$ cat src/rtl/rrpm_pkg.sv
// Package for the round-robin polling master: shared types, codes and helpers.
// Used by rrpm_step and round_robin_poll_master_retry_core; depends on nothing.
`default_nettype none
package rrpm_pkg;

    // Event codes carried in the command field of an input beat.
    localparam logic [1:0] CMD_TICK  = 2'd0;
    localparam logic [1:0] CMD_START = 2'd1;
    localparam logic [1:0] CMD_REPLY = 2'd2;

    // Configuration register indexes.
    localparam logic [2:0] REG_TIMEOUT = 3'd0;
    localparam logic [2:0] REG_RETRY   = 3'd1;
    localparam logic [2:0] REG_ADDR0   = 3'd2;
    localparam logic [2:0] REG_ADDR1   = 3'd3;
    localparam logic [2:0] REG_ADDR2   = 3'd4;
    localparam logic [2:0] REG_ADDR3   = 3'd5;

    // Phase codes as reported in the result beat.
    localparam logic [1:0] PHASE_CODE_IDLE = 2'd0;
    localparam logic [1:0] PHASE_CODE_WAIT = 2'd1;
    localparam logic [1:0] PHASE_CODE_FAIL = 2'd2;

    localparam logic [15:0] TICKS_MAX = 16'hFFFF;

    typedef enum logic [2:0] {
        PH_IDLE = 3'b001,
        PH_WAIT = 3'b010,
        PH_FAIL = 3'b100
    } phase_t;

    typedef struct packed {
        phase_t      phase;
        logic [1:0]  slave_index;
        logic [3:0]  retries_used;
        logic [15:0] ticks_waited;
    } state_t;

    typedef struct packed {
        logic [15:0]     timeout_ticks;
        logic [3:0]      retry_limit;
        logic [3:0][7:0] slave_address;
    } cfg_t;

    typedef struct packed {
        logic [1:0] phase_now;
        logic       link_failed;
        logic       cycle_done;
        logic [1:0] reply_slave;
        logic       reply_taken;
        logic [7:0] request_address;
        logic       send_request;
    } result_t;

    function automatic logic [1:0] phase_code(input phase_t ph);
        logic [1:0] code;
        case (ph)
            PH_IDLE: code = PHASE_CODE_IDLE;
            PH_WAIT: code = PHASE_CODE_WAIT;
            PH_FAIL: code = PHASE_CODE_FAIL;
            default: code = PHASE_CODE_IDLE;
        endcase
        return code;
    endfunction

endpackage
`default_nettype wire

$ cat src/rtl/round_robin_poll_master_retry_core.sv
// Top level of the round-robin polling master with reply timeout and retry.
// Depends on rrpm_pkg and rrpm_step.
//
// Channel   Direction  Width  Contents
// s_*       in         8      event beat: command, reply_ok
// m_*       out        16     result beat, one for every event beat
// cfg_*     in         3+16   register writes, no read-back
//
// Each event beat is applied to the state registers in the cycle it is
// accepted, and its result beat appears on m_* on the next cycle, so the
// block sustains one beat per clock. The result register is the only stage;
// a new beat is taken whenever that register is empty or is being emptied.
// A stall on m_tready holds the result and drops s_tready in the same cycle.
// Reset clears the phase to idle, the counters to zero and the registers to
// their default values (timeout 100, three retries, addresses 0 to 3).
`default_nettype none
module round_robin_poll_master_retry_core #(
    parameter int NUM_SLAVES = 4
) (
    input  logic        clk,
    input  logic        rst_n,
    // Event beats.
    input  logic        s_tvalid,
    output logic        s_tready,
    input  logic [7:0]  s_tdata,   // [1:0] command, [2] reply_ok, [7:3] zero
    // Result beats.
    output logic        m_tvalid,
    input  logic        m_tready,
    output logic [15:0] m_tdata,   // [0] send_request, [8:1] request_address,
                                   // [9] reply_taken, [11:10] reply_slave,
                                   // [12] cycle_done, [13] link_failed,
                                   // [15:14] phase_now
    // Register writes.
    input  logic        cfg_we,
    input  logic [2:0]  cfg_index,
    input  logic [15:0] cfg_data
);

    rrpm_pkg::cfg_t    cfg_reg;
    rrpm_pkg::state_t  st_reg;
    rrpm_pkg::state_t  st_next;
    rrpm_pkg::result_t res_reg;
    rrpm_pkg::result_t res_next;
    logic              out_valid_reg;
    logic              in_fire;

    // The result register can take a new beat when it is free or draining.
    assign s_tready = !out_valid_reg || m_tready;
    assign in_fire  = s_tvalid && s_tready;

    // Configuration registers; writes to indexes beyond the list are dropped.
    always_ff @(posedge clk or negedge rst_n)
    begin
        if (!rst_n)
        begin
            cfg_reg.timeout_ticks    <= 16'd100;
            cfg_reg.retry_limit      <= 4'd3;
            cfg_reg.slave_address[0] <= 8'd0;
            cfg_reg.slave_address[1] <= 8'd1;
            cfg_reg.slave_address[2] <= 8'd2;
            cfg_reg.slave_address[3] <= 8'd3;
        end
        else if (cfg_we)
        begin
            case (cfg_index)
                rrpm_pkg::REG_TIMEOUT: cfg_reg.timeout_ticks    <= cfg_data;
                rrpm_pkg::REG_RETRY:   cfg_reg.retry_limit      <= cfg_data[3:0];
                rrpm_pkg::REG_ADDR0:   cfg_reg.slave_address[0] <= cfg_data[7:0];
                rrpm_pkg::REG_ADDR1:   cfg_reg.slave_address[1] <= cfg_data[7:0];
                rrpm_pkg::REG_ADDR2:   cfg_reg.slave_address[2] <= cfg_data[7:0];
                rrpm_pkg::REG_ADDR3:   cfg_reg.slave_address[3] <= cfg_data[7:0];
                default:
                begin
                end
            endcase
        end
    end

    // All event handling lives in the step logic; it sees the current state
    // and the beat being accepted.
    rrpm_step #(
        .NUM_SLAVES (NUM_SLAVES)
    ) u_step (
        .st       (st_reg),
        .cfg      (cfg_reg),
        .command  (s_tdata[1:0]),
        .reply_ok (s_tdata[2]),
        .st_next  (st_next),
        .res      (res_next)
    );

    always_ff @(posedge clk or negedge rst_n)
    begin
        if (!rst_n)
        begin
            st_reg.phase        <= rrpm_pkg::PH_IDLE;
            st_reg.slave_index  <= 2'd0;
            st_reg.retries_used <= 4'd0;
            st_reg.ticks_waited <= 16'd0;
            out_valid_reg       <= 1'b0;
        end
        else
        begin
            if (in_fire)
            begin
                st_reg <= st_next;
            end
            if (in_fire)
            begin
                out_valid_reg <= 1'b1;
            end
            else if (m_tready)
            begin
                out_valid_reg <= 1'b0;
            end
        end
    end

    // Result payload needs no reset; it is qualified by out_valid_reg.
    always_ff @(posedge clk)
    begin
        if (in_fire)
        begin
            res_reg <= res_next;
        end
    end

    assign m_tvalid = out_valid_reg;
    assign m_tdata  = {res_reg.phase_now, res_reg.link_failed, res_reg.cycle_done,
                       res_reg.reply_slave, res_reg.reply_taken,
                       res_reg.request_address, res_reg.send_request};

    // A start beat always leaves a request to slave 0 and the waiting phase.
    a_start_sends: assert property (@(posedge clk) disable iff (!rst_n)
        (in_fire && s_tdata[1:0] == rrpm_pkg::CMD_START) |=>
        (m_tvalid && res_reg.send_request
         && res_reg.request_address == cfg_reg.slave_address[0]
         && res_reg.phase_now == rrpm_pkg::PHASE_CODE_WAIT))
        else $error("start beat did not produce a request to the first slave");

    // Giving up on the link never goes together with a resend.
    a_fail_no_send: assert property (@(posedge clk) disable iff (!rst_n)
        (m_tvalid && res_reg.link_failed) |->
        (!res_reg.send_request && res_reg.phase_now == rrpm_pkg::PHASE_CODE_FAIL))
        else $error("link failure reported with a request or wrong phase");

    // The end of a round comes only with the last slave's reply.
    a_done_last: assert property (@(posedge clk) disable iff (!rst_n)
        (m_tvalid && res_reg.cycle_done) |->
        (res_reg.reply_taken && res_reg.reply_slave == 2'(NUM_SLAVES - 1)
         && res_reg.phase_now == rrpm_pkg::PHASE_CODE_IDLE))
        else $error("cycle done without the last slave's reply");

    // The failed phase is left only through a start beat.
    a_fail_sticky: assert property (@(posedge clk) disable iff (!rst_n)
        (st_reg.phase == rrpm_pkg::PH_FAIL
         && !(in_fire && s_tdata[1:0] == rrpm_pkg::CMD_START)) |=>
        (st_reg.phase == rrpm_pkg::PH_FAIL))
        else $error("failed phase left without a start beat");

    // The input side is held off only by a stalled result.
    a_ready_stall: assert property (@(posedge clk) disable iff (!rst_n)
        !s_tready |-> (m_tvalid && !m_tready))
        else $error("event beat refused without an output stall");

endmodule
`default_nettype wire

$ cat src/rtl/rrpm_step.sv
// Next-state and result logic of the polling master for one event.
// Purely combinational; depends on rrpm_pkg.
`default_nettype none
module rrpm_step #(
    parameter int NUM_SLAVES = 4
) (
    input  rrpm_pkg::state_t  st,
    input  rrpm_pkg::cfg_t    cfg,
    input  logic [1:0]        command,
    input  logic              reply_ok,
    output rrpm_pkg::state_t  st_next,
    output rrpm_pkg::result_t res
);

    localparam logic [2:0] SLAVE_COUNT = 3'(NUM_SLAVES);

    logic [15:0] ticks_sat;
    logic        error;
    logic [2:0]  index_plus_one;

    assign ticks_sat = (st.ticks_waited != rrpm_pkg::TICKS_MAX) ?
                       st.ticks_waited + 16'd1 : st.ticks_waited;
    assign index_plus_one = {1'b0, st.slave_index} + 3'd1;

    always_comb
    begin
        st_next = st;
        res     = '0;
        error   = 1'b0;

        case (command)
            rrpm_pkg::CMD_START:
            begin
                st_next.slave_index  = 2'd0;
                st_next.retries_used = 4'd0;
                st_next.phase        = rrpm_pkg::PH_WAIT;
                st_next.ticks_waited = 16'd0;
                res.send_request     = 1'b1;
                res.request_address  = cfg.slave_address[0];
            end
            rrpm_pkg::CMD_TICK:
            begin
                if (st.phase == rrpm_pkg::PH_WAIT)
                begin
                    st_next.ticks_waited = ticks_sat;
                    error = (ticks_sat > cfg.timeout_ticks);
                end
            end
            rrpm_pkg::CMD_REPLY:
            begin
                if (st.phase == rrpm_pkg::PH_WAIT)
                begin
                    if (reply_ok)
                    begin
                        res.reply_taken = 1'b1;
                        res.reply_slave = st.slave_index;
                        if (index_plus_one >= SLAVE_COUNT)
                        begin
                            // Last slave answered: the round is complete.
                            st_next.slave_index  = 2'd0;
                            st_next.ticks_waited = 16'd0;
                            st_next.phase        = rrpm_pkg::PH_IDLE;
                            res.cycle_done       = 1'b1;
                        end
                        else
                        begin
                            st_next.slave_index  = index_plus_one[1:0];
                            st_next.retries_used = 4'd0;
                            st_next.ticks_waited = 16'd0;
                            res.send_request     = 1'b1;
                            res.request_address  = cfg.slave_address[index_plus_one[1:0]];
                        end
                    end
                    else
                    begin
                        error = 1'b1;
                    end
                end
            end
            default:
            begin
            end
        endcase

        // A timeout or a bad reply either resends or gives up on the link.
        if (error)
        begin
            if (st.retries_used < cfg.retry_limit)
            begin
                st_next.retries_used = st.retries_used + 4'd1;
                st_next.ticks_waited = 16'd0;
                res.send_request     = 1'b1;
                res.request_address  = cfg.slave_address[st.slave_index];
            end
            else
            begin
                st_next.phase   = rrpm_pkg::PH_FAIL;
                res.link_failed = 1'b1;
            end
        end

        res.phase_now = rrpm_pkg::phase_code(st_next.phase);
    end

endmodule
`default_nettype wire

$ cat config.mk
export PLATFORM = sky130hd
export DESIGN_NAME = round_robin_poll_master_retry_core
export DESIGN_NICKNAME = d
export VERILOG_FILES = /design/src/rtl/rrpm_pkg.sv /design/src/rtl/round_robin_poll_master_retry_core.sv /design/src/rtl/rrpm_step.sv
export SDC_FILE = /design/constraint.sdc
export NUM_CORES = 1
export LEC_CHECK = 0
export BUFFER_PORTS_ARGS = -buffer_cell sky130_fd_sc_hd__buf_2
export CAP_MARGIN = 20
export CORE_MARGIN = 2
export CORE_UTILIZATION = 45
export CTS_BUF_LIST = sky130_fd_sc_hd__clkbuf_2 sky130_fd_sc_hd__clkbuf_4 sky130_fd_sc_hd__clkbuf_8
export DETAILED_ROUTE_END_ITERATION = 7
export GPL_TIMING_DRIVEN = 0
export PLACE_DENSITY = 0.67
export RECOVER_POWER = 100
export SLEW_MARGIN = 10
export SYNTH_ARGS = -nofsm -noshare
export SYNTH_HDL_FRONTEND = slang
export SYNTH_SLANG_ARGS = --single-unit
$ cat constraint.sdc
create_clock -name clk -period 8.2 [get_ports clk]
set_input_delay 0.41 -clock clk [delete_from_list [all_inputs] [get_ports clk]]
set_output_delay 0.41 -clock clk [all_outputs]
set_load 0.1 [all_outputs]
Yosys cells after proc, flatten, opt, wreduce, memory -nomap -nowiden
Index checks and enable logic that the tools add are counted. Widths: inputs -> output; s select.

Flip-flop bits (word level): 94. Bits of input ports: 32. Output and inout bits: 18. Word-level logic and storage cells: 87.

$add $sub $neg: 3. Magnitude comparators: 5. Eq/ne operators: 13. Multiplexer cells: 32. Reductions and logical operators: 16.

Operators by type and width (number): $mux 25 (2); $pmux 16 s3 (1); $mux 20 (2); $mux 9 (4); $pmux 9 s2 (2); $bmux 8 s2 (2); $mux 16 (2); $add 16x1->16 const B (1); $gt 16x16->1 (1); $mux 8 (2); $ne 16x16->1 const B (1); $reduce_and 2->1 (7); $eq 3x2->1 const B (4); $mux 10 (1); $eq 3x3->1 const B (3); $mux 3 (3); $mux 1 (7); $lt 2x3->1 const B (2); $add 4x1->4 const B (1); $lt 4x4->1 (1); $mux 4 (1); $pmux 2 s2 (1); $reduce_and 4->1 (1); $reduce_bool 2->1 (2); other kinds (15) (15).

Longest topological paths before layout
Gate-level depths: netlist (run 1).

Depth after elaboration: 10. Gate-level depth with buffers: 15. Mapped depth without buffers: 13.

Cells and area by module
Synthesis (run 1) repeated with hierarchy kept, for this count alone.

Cell total of the unflattened synthesis: 514. Area total of the unflattened synthesis: 5773.0 um2.

By module, submodules not included: round_robin_poll_master_retry_core (instances 1, cells each 188, area each 3452.1 um2, sequential area each 2444.8 um2); rrpm_step (instances 1, cells each 326, area each 2321.0 um2, sequential area each 0.0 um2).

Least setup slack after synthesis (run 1)
OpenSTA, ideal clock, no wires.

Path type: reg2reg. Start point: reg st_reg[1] (netlist name). End point: reg res_reg (netlist bit m_tdata[1]), data pin. Setup time: 0.260 ns. Arrival: 3.184 ns. Data required time: 7.940 ns. Slack: 4.756 ns. Stages on the path, launching flop included: 16. Buffers on the path: 2. Clock period less this slack: 3.444 ns. Cells stage by stage: dfrtp_1 -> ha_1 -> and4_1 -> nor2b_1 -> buf_2 -> nand2_1 -> and4_1 -> xor2_1 -> ha_1 -> and4_1 -> nand4_1 -> a31oi_1 -> a31oi_4 -> nand2_2 -> buf_6 -> mux2_2.

RTL lines: start: declaration (RTL line round_robin_poll_master_retry_core.sv:40) `rrpm_pkg::state_t st_reg;`; start signal: assignment (RTL line round_robin_poll_master_retry_core.sv:106) `st_reg <= st_next;`; end signal: assignment (RTL line round_robin_poll_master_retry_core.sv:124) `res_reg <= res_next;`; end: declaration (RTL line round_robin_poll_master_retry_core.sv:42) `rrpm_pkg::result_t res_reg;`.

Worst setup path after layout (run 1)
Start point: reg st_reg[1] (netlist name). End point: reg st_reg[9] (netlist name).

Cells in the longest elaborated chain, start to end: 6. Elaborated cells on any way between the ends: 10. Those cells by class: add/sub (1); order compare (1); eq/ne (1); mux (7).

Ends and longest elaborated chain: $add 16x1->16 or $ne 16x16->1 (tied branches) (RTL line rrpm_step.sv:22, rrpm_step.sv:21); $mux 16 * (RTL line rrpm_step.sv:21) `assign ticks_sat = (st.ticks_waited != rrpm_pkg::TICKS_MAX) ?`; $gt 16x16->1 or $mux 16 (tied branches) (RTL line rrpm_step.sv:46, rrpm_step.sv:43); $mux 1 or $pmux 16 s3 (tied branches) (RTL line rrpm_step.sv:43, rrpm_step.sv:31); $pmux 1 s2 or $mux 20 (tied branches) (RTL line rrpm_step.sv:31, rrpm_step.sv:88); $mux 20 * (RTL line rrpm_step.sv:86) `if (error)`.

Mark *: on every way between the ends. The rest lies on a longest branch, timed or not. A chain may end at the register's enable or synchronous reset.

==> reports/qor.yml, run 1 <==
clocking:
  cts_tree: "yes"
  cts_setup_buffers: 0
  clockRootBuffer: "clkbuf_8"
  cts_resized: 0
  clockBufferDepth: 2
  cts_hold_buf: 1
  cts.sinks: 94
  path_clk_slew_ns: 0.09
  worstSkewPairLatency_ns: 0.37
  cts_max_level: 3
  cts_made_buffers: 9
outcome:
  status: "finished with violations"
  violations: "capacitance limit, slew limit"
sta:
  postLayoutSetupSlackWorst_ns: 3.14
  fin_skew_ns: 0.00765
  worst_pin_slew_ns: 2.28
  finalSetupViolCount: 0
  min_period_over_period: 0.617
  finalCriticalPeriod_ns: 5.06
  final-hold-violation-count: 0
  relSlewSlack: -0.522
  rsz0062_at_grt: "false"
  fmax_mhz: 198
  tns_ns: 0
  maxSlewViolCount: 81
worst_hold_path:
  min-delay-start: "cfg_data[10]"
  hp-class: "in2reg"
die:
  die_w_um: 116
  design.core.area_um2: 12100
  die_h_um: 116
  rows: 40
  die-area_um2: 13400
  start_util: 0.465
  ios: 50
drt:
  drc: 0
  routed_wirelength_um: 13900
  drtAntennaViolNets: 0
  initialDrtViolationCount: 349
  wl_per_cell_um: 18.3
  via_per_inst: 5.79
  dr_total_vias: 4395
  drt_first_pass_iters: 5
synthesis:
  ys_seq_elements: 94
  ys_seq_area_frac: 0.434
  synth_cell_types: 66
  syn_area_per_cell_um2: 10.6
  async_reset_ff_frac: 0.830
  synthTopCellsByArea: "dfrtp_1 (30%), mux2_2 (9.6%), edfxtp_1 (8.5%), mux4_2 (6.4%), ha_1 (5.8%)"
  synth_top_area_frac: 0.302
  synthFlopType: "dfrtp_1"
  synth_area_um2: 5630
  synth_top_cell_by_area: "dfrtp_1"
  syn_nets: 588
  synth-edff-count: 16
  synth_cells: 530
  yosysWarnings: 0
global_route:
  antenna_found_initial: 0
  overflow: 0
  grt_usage: 0.222
  grt_max_degree: 42
  grt_pass1_vias: 4357
  grt_pass1_wl_um: 22600
worst_setup_path:
  path_class: "reg2reg"
  reg2reg_depth: 15
  crit_path_cell_trace: "ha_1 > and4_1 > nor2b_1 > clkbuf_1 > nand2_1 > and4_1 > xor2_1 > ha_1 > and4_1 > nand4_1 > a31oi_1 > a31oi_1 > clkbuf_1 > nand3_1 > a22o_1"
  crit_end: "st_reg[9]"
  timing.rr.end: "st_reg[9]"
  crit_path_start_kind: "flop"
  arrival_ns: 5.33
  worstSetupEndpointType: "flop"
  ff2ff_setup_slack_ns: 3.14
  worstPathRequired_ns: 8.46
  critical-path-slowest-cell: "a31oi_1"
  path_common_cell: "and4_1"
  crit_cells: 15
  cpPeakStageDelay_ns: 0.76
  critPathLaunch: "st_reg[1]"
  cp_max_fo: 10
  worst-path-buf-inv: 2
  r2r_start: "st_reg[1]"
  critPathTopFamily: "simple AND/OR/NAND/NOR gates"
power_and_ir_drop:
  p_per_area_nw_per_um2: 212
  finalPower_w: 0.00131
  p_leak_nw: 2.58
  ir_drop_uv: 90.7
finish:
  antenna_cells: 0
  largest_reg_flops: 52
  drive_above_1_share: 0.212
  area_growth_syn_to_layout_pct: 10.2
  fin_nets: 644
placement:
  place_congestion: 0.915
  place_ws_ns: 4.12
  portBuffers: 43
  dp_hpwl_um: 10000
flow_run:
  maxCapViolCount: 2
==> logic make-up after synthesis <==
family | after synthesis | share of synthesized area
flops | 94 | 0.434
mux | 67 | 0.165
fa+ha+maj | 26 | 0.0578
simple gates | 152 | 0.143
compound gates | 123 | 0.144
buf+inv | 60 | 0.0431
xor+xnor | 8 | 0.0125
==> cell usage after synthesis (6+ instances only) <==
library cell,number
o21ai_0,41
ha_1,26
mux2_2,48
nand4_1,6
nor2_1,9
clkbuf_1,19
a21o_1,7
a21oi_1,31
inv_1,33
and4_1,9
nand2_1,71
and2_1,7
dfrtp_1,68
nor3_1,6
dfstp_2,10
edfxtp_1,16
mux4_2,16
nand3_1,12
==> area by class of cell <==
class / instances / area, um^2
Sequential cell: 94 / 2440
Multi-Input combinational cell: 376 / 2920
Buffer: 26 / 101
Timing Repair Buffer: 45 / 204
Clock buffer: 10 / 131
Fill cell: 1124 / 5910
Inverter: 34 / 128
Clock inverter: 6 / 68.8
Tap cell: 168 / 210
==> through the flow <==
step,util,hold slack (ns),instances,area (um^2)
after floorplan,-,0.114,530,5630
final,0.512,0.236,759,6200
after detailed placement,0.502,0.415,742,6080
after CTS,0.520,0.226,759,6290
after global routing,0.512,0.237,759,6200
after global placement,0.500,0.475,741,6050
==> worst min-delay path by stage <==
stage,endpoint,slack [ns],depth (start not counted)
3_3_place_gp,st_reg[22],0.48,2
2_1_floorplan,cfg_reg[0],0.11,0
4_1_cts,cfg_reg[46],0.23,3
3_5_place_dp,cfg_reg[12],0.42,1
5_1_grt,cfg_reg[49],0.24,3
6_report,cfg_reg[46],0.24,3
==> power by group <==
part           internal [W]  switching [W]
Combinational      0.000152       0.000225
Clock              0.000147       0.000175
Sequential         0.000558      0.0000553
Total              0.000857       0.000455
==> tightest hold or removal path: stages <==
cell,delay [ns]
buf_2,0.07
nand2_1,0.04
o21ai_0,0.05
==> cells in the final DEF (no fill, tap or decap), types with 6 or more instances in the layout <==
| master | synthesis | final |
|---|---|---|
| nand3_1 | 12 | 13 |
| nor2_1 | 9 | 9 |
| clkbuf_1 | 19 | 44 |
| o21ai_0 | 41 | 41 |
| nand4_1 | 6 | 6 |
| dfrtp_1 | 68 | 68 |
| nor3_1 | 6 | 6 |
| inv_1 | 33 | 33 |
| mux2_2 | 48 | 48 |
| a21oi_1 | 31 | 31 |
| and4_1 | 9 | 9 |
| nand2_1 | 71 | 71 |
| dfstp_2 | 10 | 10 |
| edfxtp_1 | 16 | 16 |
| buf_2 | 5 | 26 |
| mux4_2 | 16 | 16 |
| clkbuf_8 | 0 | 9 |
| a21o_1 | 7 | 7 |
| ha_1 | 26 | 26 |
==> routing by layer <==
layer / track usage / vias to the layer above / wire length [um]
met2: 0.339 / 155 / 6410
met1: 0.316 / 2163 / 6350
li1: - / 2056 / -
met3: 0.0434 / 21 / 842
met4: 0.0841 / 0 / 241
met5: 0 / - / 0
(Power assumes the default switching activity.)
==> run 2, diff against run 1 <==
--- a/config.mk
+++ b/config.mk
@@ -12,7 +12,7 @@
 export CTS_BUF_LIST = sky130_fd_sc_hd__clkbuf_2 sky130_fd_sc_hd__clkbuf_4 sky130_fd_sc_hd__clkbuf_8
 export DETAILED_ROUTE_END_ITERATION = 7
 export GPL_TIMING_DRIVEN = 0
-export PLACE_DENSITY = 0.67
+export PLACE_DENSITY = 0.69
 export RECOVER_POWER = 100
 export SLEW_MARGIN = 10
 export SYNTH_ARGS = -nofsm -noshare
==> constraint.sdc (replaced) <==
create_clock -name clk -period 4.58 [get_ports clk]
set_input_delay 0.229 -clock clk [delete_from_list [all_inputs] [get_ports clk]]
set_output_delay 0.229 -clock clk [all_outputs]
set_load 0.1 [all_outputs]
==> run 2 against run 1 <==
Compared with the run above: non-clock buffer count up 1; maximum frequency up 17%; clock skew up 0.0036 ns; combinational power up 80%; the flow still finishes with violations (capacitance limit, slew limit); cell count up 0.13%; via count up 1.0%; total power up 82%; first-iteration DRC count down 11%; global-route usage up 0.34 points; die area unchanged; critical path depth unchanged.
==> reports/qor.yml, run 2 (synthesized netlist as in run 1, its figures left out) <==
sta:
  fmax_mhz: 231
  min_period_over_period: 0.944
  worst_pin_slew_ns: 2.19
  maxSlewViolCount: 81
  fin_skew_ns: 0.0113
  finalCriticalPeriod_ns: 4.33
  finalSetupViolCount: 0
  rsz0062_at_grt: "false"
  fin_hold_ws_ns: 0.0398
  tns_ns: 0
  relSlewSlack: -0.460
  final-hold-violation-count: 0
  postLayoutSetupSlackWorst_ns: 0.255
drt:
  dr_total_vias: 4440
  initialDrtViolationCount: 309
  drc: 0
  drt_first_pass_iters: 5
  routed_wirelength_um: 14000
  via_per_inst: 5.84
  drtAntennaViolNets: 0
  wl_per_cell_um: 18.4
clocking:
  cts.sinks: 94
  cts_setup_buffers: 0
  clockRootBuffer: "clkbuf_8"
  cts_tree: "yes"
  clockBufferDepth: 2
  cts_resized: 0
  worstSkewPairLatency_ns: 0.39
  cts_made_buffers: 9
  path_clk_slew_ns: 0.10
  cts_max_level: 3
placement:
  portBuffers: 43
  dp_hpwl_um: 10000
  placed_cell_area_um2: 6080
  place_congestion: 0.847
  place_ws_ns: 0.458
global_route:
  grt_usage: 0.225
  antenna_found_initial: 0
  grt_pass1_wl_um: 22900
  overflow: 0
  grt_max_degree: 43
  grt_pass1_vias: 4504
worst_setup_path:
  critPathTopFamily: "simple AND/OR/NAND/NOR gates"
  worstPathRequired_ns: 4.71
  path_class: "reg2reg"
  cp_max_fo: 10
  cpPeakStageDelay_ns: 0.47
  critical-path-slowest-cell: "dfrtp_1"
  crit_path_cell_trace: "ha_1 > and4_1 > nor2b_1 > buf_2 > nand2_1 > and4_1 > xor2_1 > ha_1 > and4_1 > nand4_1 > a31oi_1 > a31oi_4 > nand2_1 > buf_6 > mux2_2"
  worstSetupEndpointType: "flop"
  arrival_ns: 4.46
  worst-path-buf-inv: 2
  crit_path_start_kind: "flop"
  path_common_cell: "and4_1"
finish:
  area_growth_syn_to_layout_pct: 11.2
  drive_above_1_share: 0.220
  layout_commonest_cell: "nand2_1"
  largest_reg_flops: 52
  final_cell_mix: "nand2_1 (72), dfrtp_1 (68), mux2_2 (48), o21ai_0 (41), clkbuf_1 (39)"
  antenna_cells: 0
  stdcell_area_um2: 6260
  fin_nets: 645
die:
  ios: 50
  design.core.area_um2: 12100
  die_h_um: 116
  rows: 40
  start_util: 0.465
  die_w_um: 116
  die-area_um2: 13400
outcome:
  violations: "capacitance limit, slew limit"
  status: "finished with violations"
power_and_ir_drop:
  p_leak_nw: 2.62
  finalPower_w: 0.00239
  p_per_area_nw_per_um2: 381
  ir_drop_uv: 158
flow_run:
  maxCapViolCount: 3
worst_hold_path:
  hp-class: "in2reg"
[run 2: path summary, 6_finish.rpt]
| check | start | endpoint | slack, ns | cells past startpoint |
|---|---|---|---|---|
| setup / recovery | st_reg[1] | m_tdata[1] | 0.25 | 15 |
| hold reg to reg | st_reg[22] | st_reg[22] | 0.49 | 2 |
| min in group asynchronous | rst_n | cfg_reg[29] | 1.02 | 2 |
| hold / removal | cfg_data[14] | cfg_reg[50] | 0.04 | 3 |
| max in group asynchronous | rst_n | st_reg[11] | 0.92 | 3 |
| setup reg to reg | st_reg[1] | m_tdata[1] | 0.25 | 15 |
[run 2: final cells by class]
cell class                      instances  area [um^2]
Clock inverter                          5         61.3
Multi-Input combinational cell        376         2930
Tap cell                              168          210
Timing Repair Buffer                   46          218
Inverter                               34          128
Clock buffer                           11          151
Sequential cell                        94         2440
Fill cell                            1140         5860
Buffer                                 26          115
[run 2: per-layer routing]
layer	GRT usage	share of wire	vias to the layer above
met3	0.0445	0.063	23
met2	0.359	0.47	175
met1	0.295	0.44	2182
li1	-	-	2060
met5	0	0	-
met4	0.113	0.025	0
[run 2: what timing repair did]
item	in CTS	in global routing
endpoints found under the setup margin	0	0
hold buffers	1	0
hold endpoints to repair	33	0
[run 2: power by group]
group | internal, W | switching [W]
combinational | 0.000274 | 0.000404
sequential | 0.00100 | 0.0000998
clock | 0.000287 | 0.000321
total | 0.00156 | 0.000825
[run 2: per-stage QoR]
stage / instances / util
after floorplan: 530 / -
after global placement: 741 / 0.500
after detailed placement: 743 / 0.502
after CTS: 760 / 0.521
after global routing: 760 / 0.517
final: 760 / 0.517
[run 2: worst min-delay path, cell delays in order]
cell and delay (ns):
buf_2 0.07, nand2_1 0.03, o21ai_0 0.06
==> run 3, diff against run 2 <==
--- a/config.mk
+++ b/config.mk
@@ -8,11 +8,11 @@
 export BUFFER_PORTS_ARGS = -buffer_cell sky130_fd_sc_hd__buf_2
 export CAP_MARGIN = 20
 export CORE_MARGIN = 2
-export CORE_UTILIZATION = 45
+export CORE_UTILIZATION = 56
 export CTS_BUF_LIST = sky130_fd_sc_hd__clkbuf_2 sky130_fd_sc_hd__clkbuf_4 sky130_fd_sc_hd__clkbuf_8
 export DETAILED_ROUTE_END_ITERATION = 7
 export GPL_TIMING_DRIVEN = 0
-export PLACE_DENSITY = 0.69
+export PLACE_DENSITY = 0.83
 export RECOVER_POWER = 100
 export SLEW_MARGIN = 10
 export SYNTH_ARGS = -nofsm -noshare
==> run 3 against run 2 <==
Compared with the run above: the run still ends with capacitance limit, slew limit left; die area decreased by 19%; critical path depth stayed put; via count increased by 2.2%; global-route usage grew 4.2 points; register-to-register slack better by 0.11 ns; clock power decreased by 5.8%.
==> reports/qor.yml, run 3 (synthesized netlist as in run 1, its figures left out) <==
outcome:
  status: "finished with violations"
  violations: "capacitance limit, slew limit"
worst_setup_path:
  critical-path-slowest-cell: "dfrtp_1"
  worstPathRequired_ns: 4.70
  arrival_ns: 4.33
  worstSetupEndpointType: "flop"
  cp_max_fo: 10
  crit_path_cell_trace: "ha_1 > and4_1 > nor2b_1 > buf_2 > nand2_1 > and4_1 > xor2_1 > ha_1 > and4_1 > nand4_1 > a31oi_1 > a31oi_4 > nand2_1 > buf_6 > mux2_2"
  crit_path_start_kind: "flop"
  path_class: "reg2reg"
  path_common_cell: "and4_1"
  cpPeakStageDelay_ns: 0.47
clocking:
  path_clk_slew_ns: 0.10
  worstSkewPairLatency_ns: 0.37
  cts_max_level: 3
  cts_setup_buffers: 0
  cts_made_buffers: 9
  clockBufferDepth: 2
  clockRootBuffer: "clkbuf_8"
  cts_tree: "yes"
  cts.sinks: 94
sta:
  worst_pin_slew_ns: 2.28
  final-hold-violation-count: 0
  finalCriticalPeriod_ns: 4.21
  tns_ns: 0
  rsz0062_at_grt: "false"
  maxSlewViolCount: 81
  relSlewSlack: -0.522
  fin_skew_ns: 0.00955
  finalSetupViolCount: 0
  fmax_mhz: 237
  min_period_over_period: 0.919
  postLayoutSetupSlackWorst_ns: 0.369
die:
  design.core.area_um2: 9770
  die_h_um: 104
  rows: 36
  start_util: 0.576
  die-area_um2: 10900
  ios: 50
  die_w_um: 104
finish:
  largest_reg_flops: 52
  area_growth_syn_to_layout_pct: 10.3
  final-instance-count-excl-fill: 726
  drive_above_1_share: 0.218
  fin_nets: 646
  layout_commonest_cell: "nand2_1"
  antenna_cells: 0
  final_cell_mix: "nand2_1 (72), dfrtp_1 (68), mux2_2 (46), o21ai_0 (41), clkbuf_1 (40)"
  fin_util: 0.635
  fillers: 809
placement:
  dp_hpwl_um: 9990
  place_congestion: 0.865
  place_ws_ns: 0.455
  portBuffers: 43
  dpl.cell_count: 708
drt:
  via_per_inst: 6.25
  drtAntennaViolNets: 0
  dr_total_vias: 4539
  initialDrtViolationCount: 352
  wl_per_cell_um: 19.1
  drc: 0
  routed_wirelength_um: 13800
  drt_first_pass_iters: 5
global_route:
  overflow: 0
  grt_pass1_vias: 4501
  grt_usage: 0.268
  antenna_found_initial: 0
  grt_pass1_wl_um: 23000
  grt_max_degree: 43
power_and_ir_drop:
  ir_drop_uv: 238
  p_leak_nw: 2.61
  p_per_area_nw_per_um2: 379
flow_run:
  maxCapViolCount: 2
worst_hold_path:
  hp-class: "in2reg"
==> run 3: cell types whose count changed in the layout (fill, tap and decap cells not counted), sizes merged <==
cell and delta:
inv -1, clkbuf +1, buf -1, clkinv +1, clkinvlp +1
==> run 3: power breakdown <==
group          switching [W]  leakage [nW]  internal (W)
Combinational       0.000405          1.42      0.000273
Sequential          0.000101          1.10       0.00100
Clock               0.000311        0.0967      0.000262
Total               0.000817          2.61       0.00153
==> run 3: final timing paths <==
path	slack, ns	depth (start not counted)	endpoint	from
worst max-delay path	0.37	15	m_tdata[6]	st_reg[1]
worst min-delay path	0.07	3	cfg_reg[48]	cfg_data[12]
worst max register to register	0.37	15	m_tdata[6]	st_reg[1]
worst min register to register	0.49	2	st_reg[22]	st_reg[22]
max in group asynchronous	0.88	3	st_reg[13]	rst_n
min in group asynchronous	1.07	2	cfg_reg[28]	rst_n
==> run 3: final cells by class <==
| type | count | area [um^2] | area share |
|---|---|---|---|
| buffer | 26 | 115 | 0.0185 |
| clock buffer | 10 | 131 | 0.0212 |
| clock inverter | 6 | 67.6 | 0.0109 |
| inverter | 34 | 128 | 0.0206 |
| multi-input combinational | 376 | 2930 | 0.473 |
| sequential | 94 | 2440 | 0.394 |
| tap | 133 | 166 | 0.0268 |
| timing repair buffer | 47 | 221 | 0.0357 |
==> run 3: critical path: cells and delay by family (launching register included) <==
kind / cells / cell delay (ns)
fa+ha+maj: 2 / 0.67
xor+xnor: 1 / 0.16
compound gates: 2 / 0.37
buf+inv: 2 / 0.42
mux: 1 / 0.37
flops: 1 / 0.47
simple gates: 7 / 1.48
==> run 3: stage by stage <==
| stage | total power, W | hold slack (ns) | cell area (um^2) |
|---|---|---|---|
| floorplan | 0.00160 | -0.0666 | 5630 |
| global placement | 0.00174 | 0.433 | 6010 |
| detailed placement | 0.00179 | 0.253 | 6040 |
| CTS | 0.00235 | 0.0624 | 6250 |
| global route | 0.00247 | 0.0862 | 6210 |
| finish | 0.00235 | 0.0678 | 6210 |
==> run 3: timing repair <==
action,CTS,global route
hold buffers,1,0
gates resized for setup,0,2
endpoints found under the hold margin,37,0
setup endpoints to repair,0,1
==> run 3: routing by layer <==
layer / global-route usage / vias up / share of wire
li1: - / 2057 / -
met1: 0.369 / 2269 / 0.43
met2: 0.429 / 191 / 0.48
met3: 0.0414 / 22 / 0.071
met4: 0.106 / 0 / 0.019
met5: 0 / - / 0
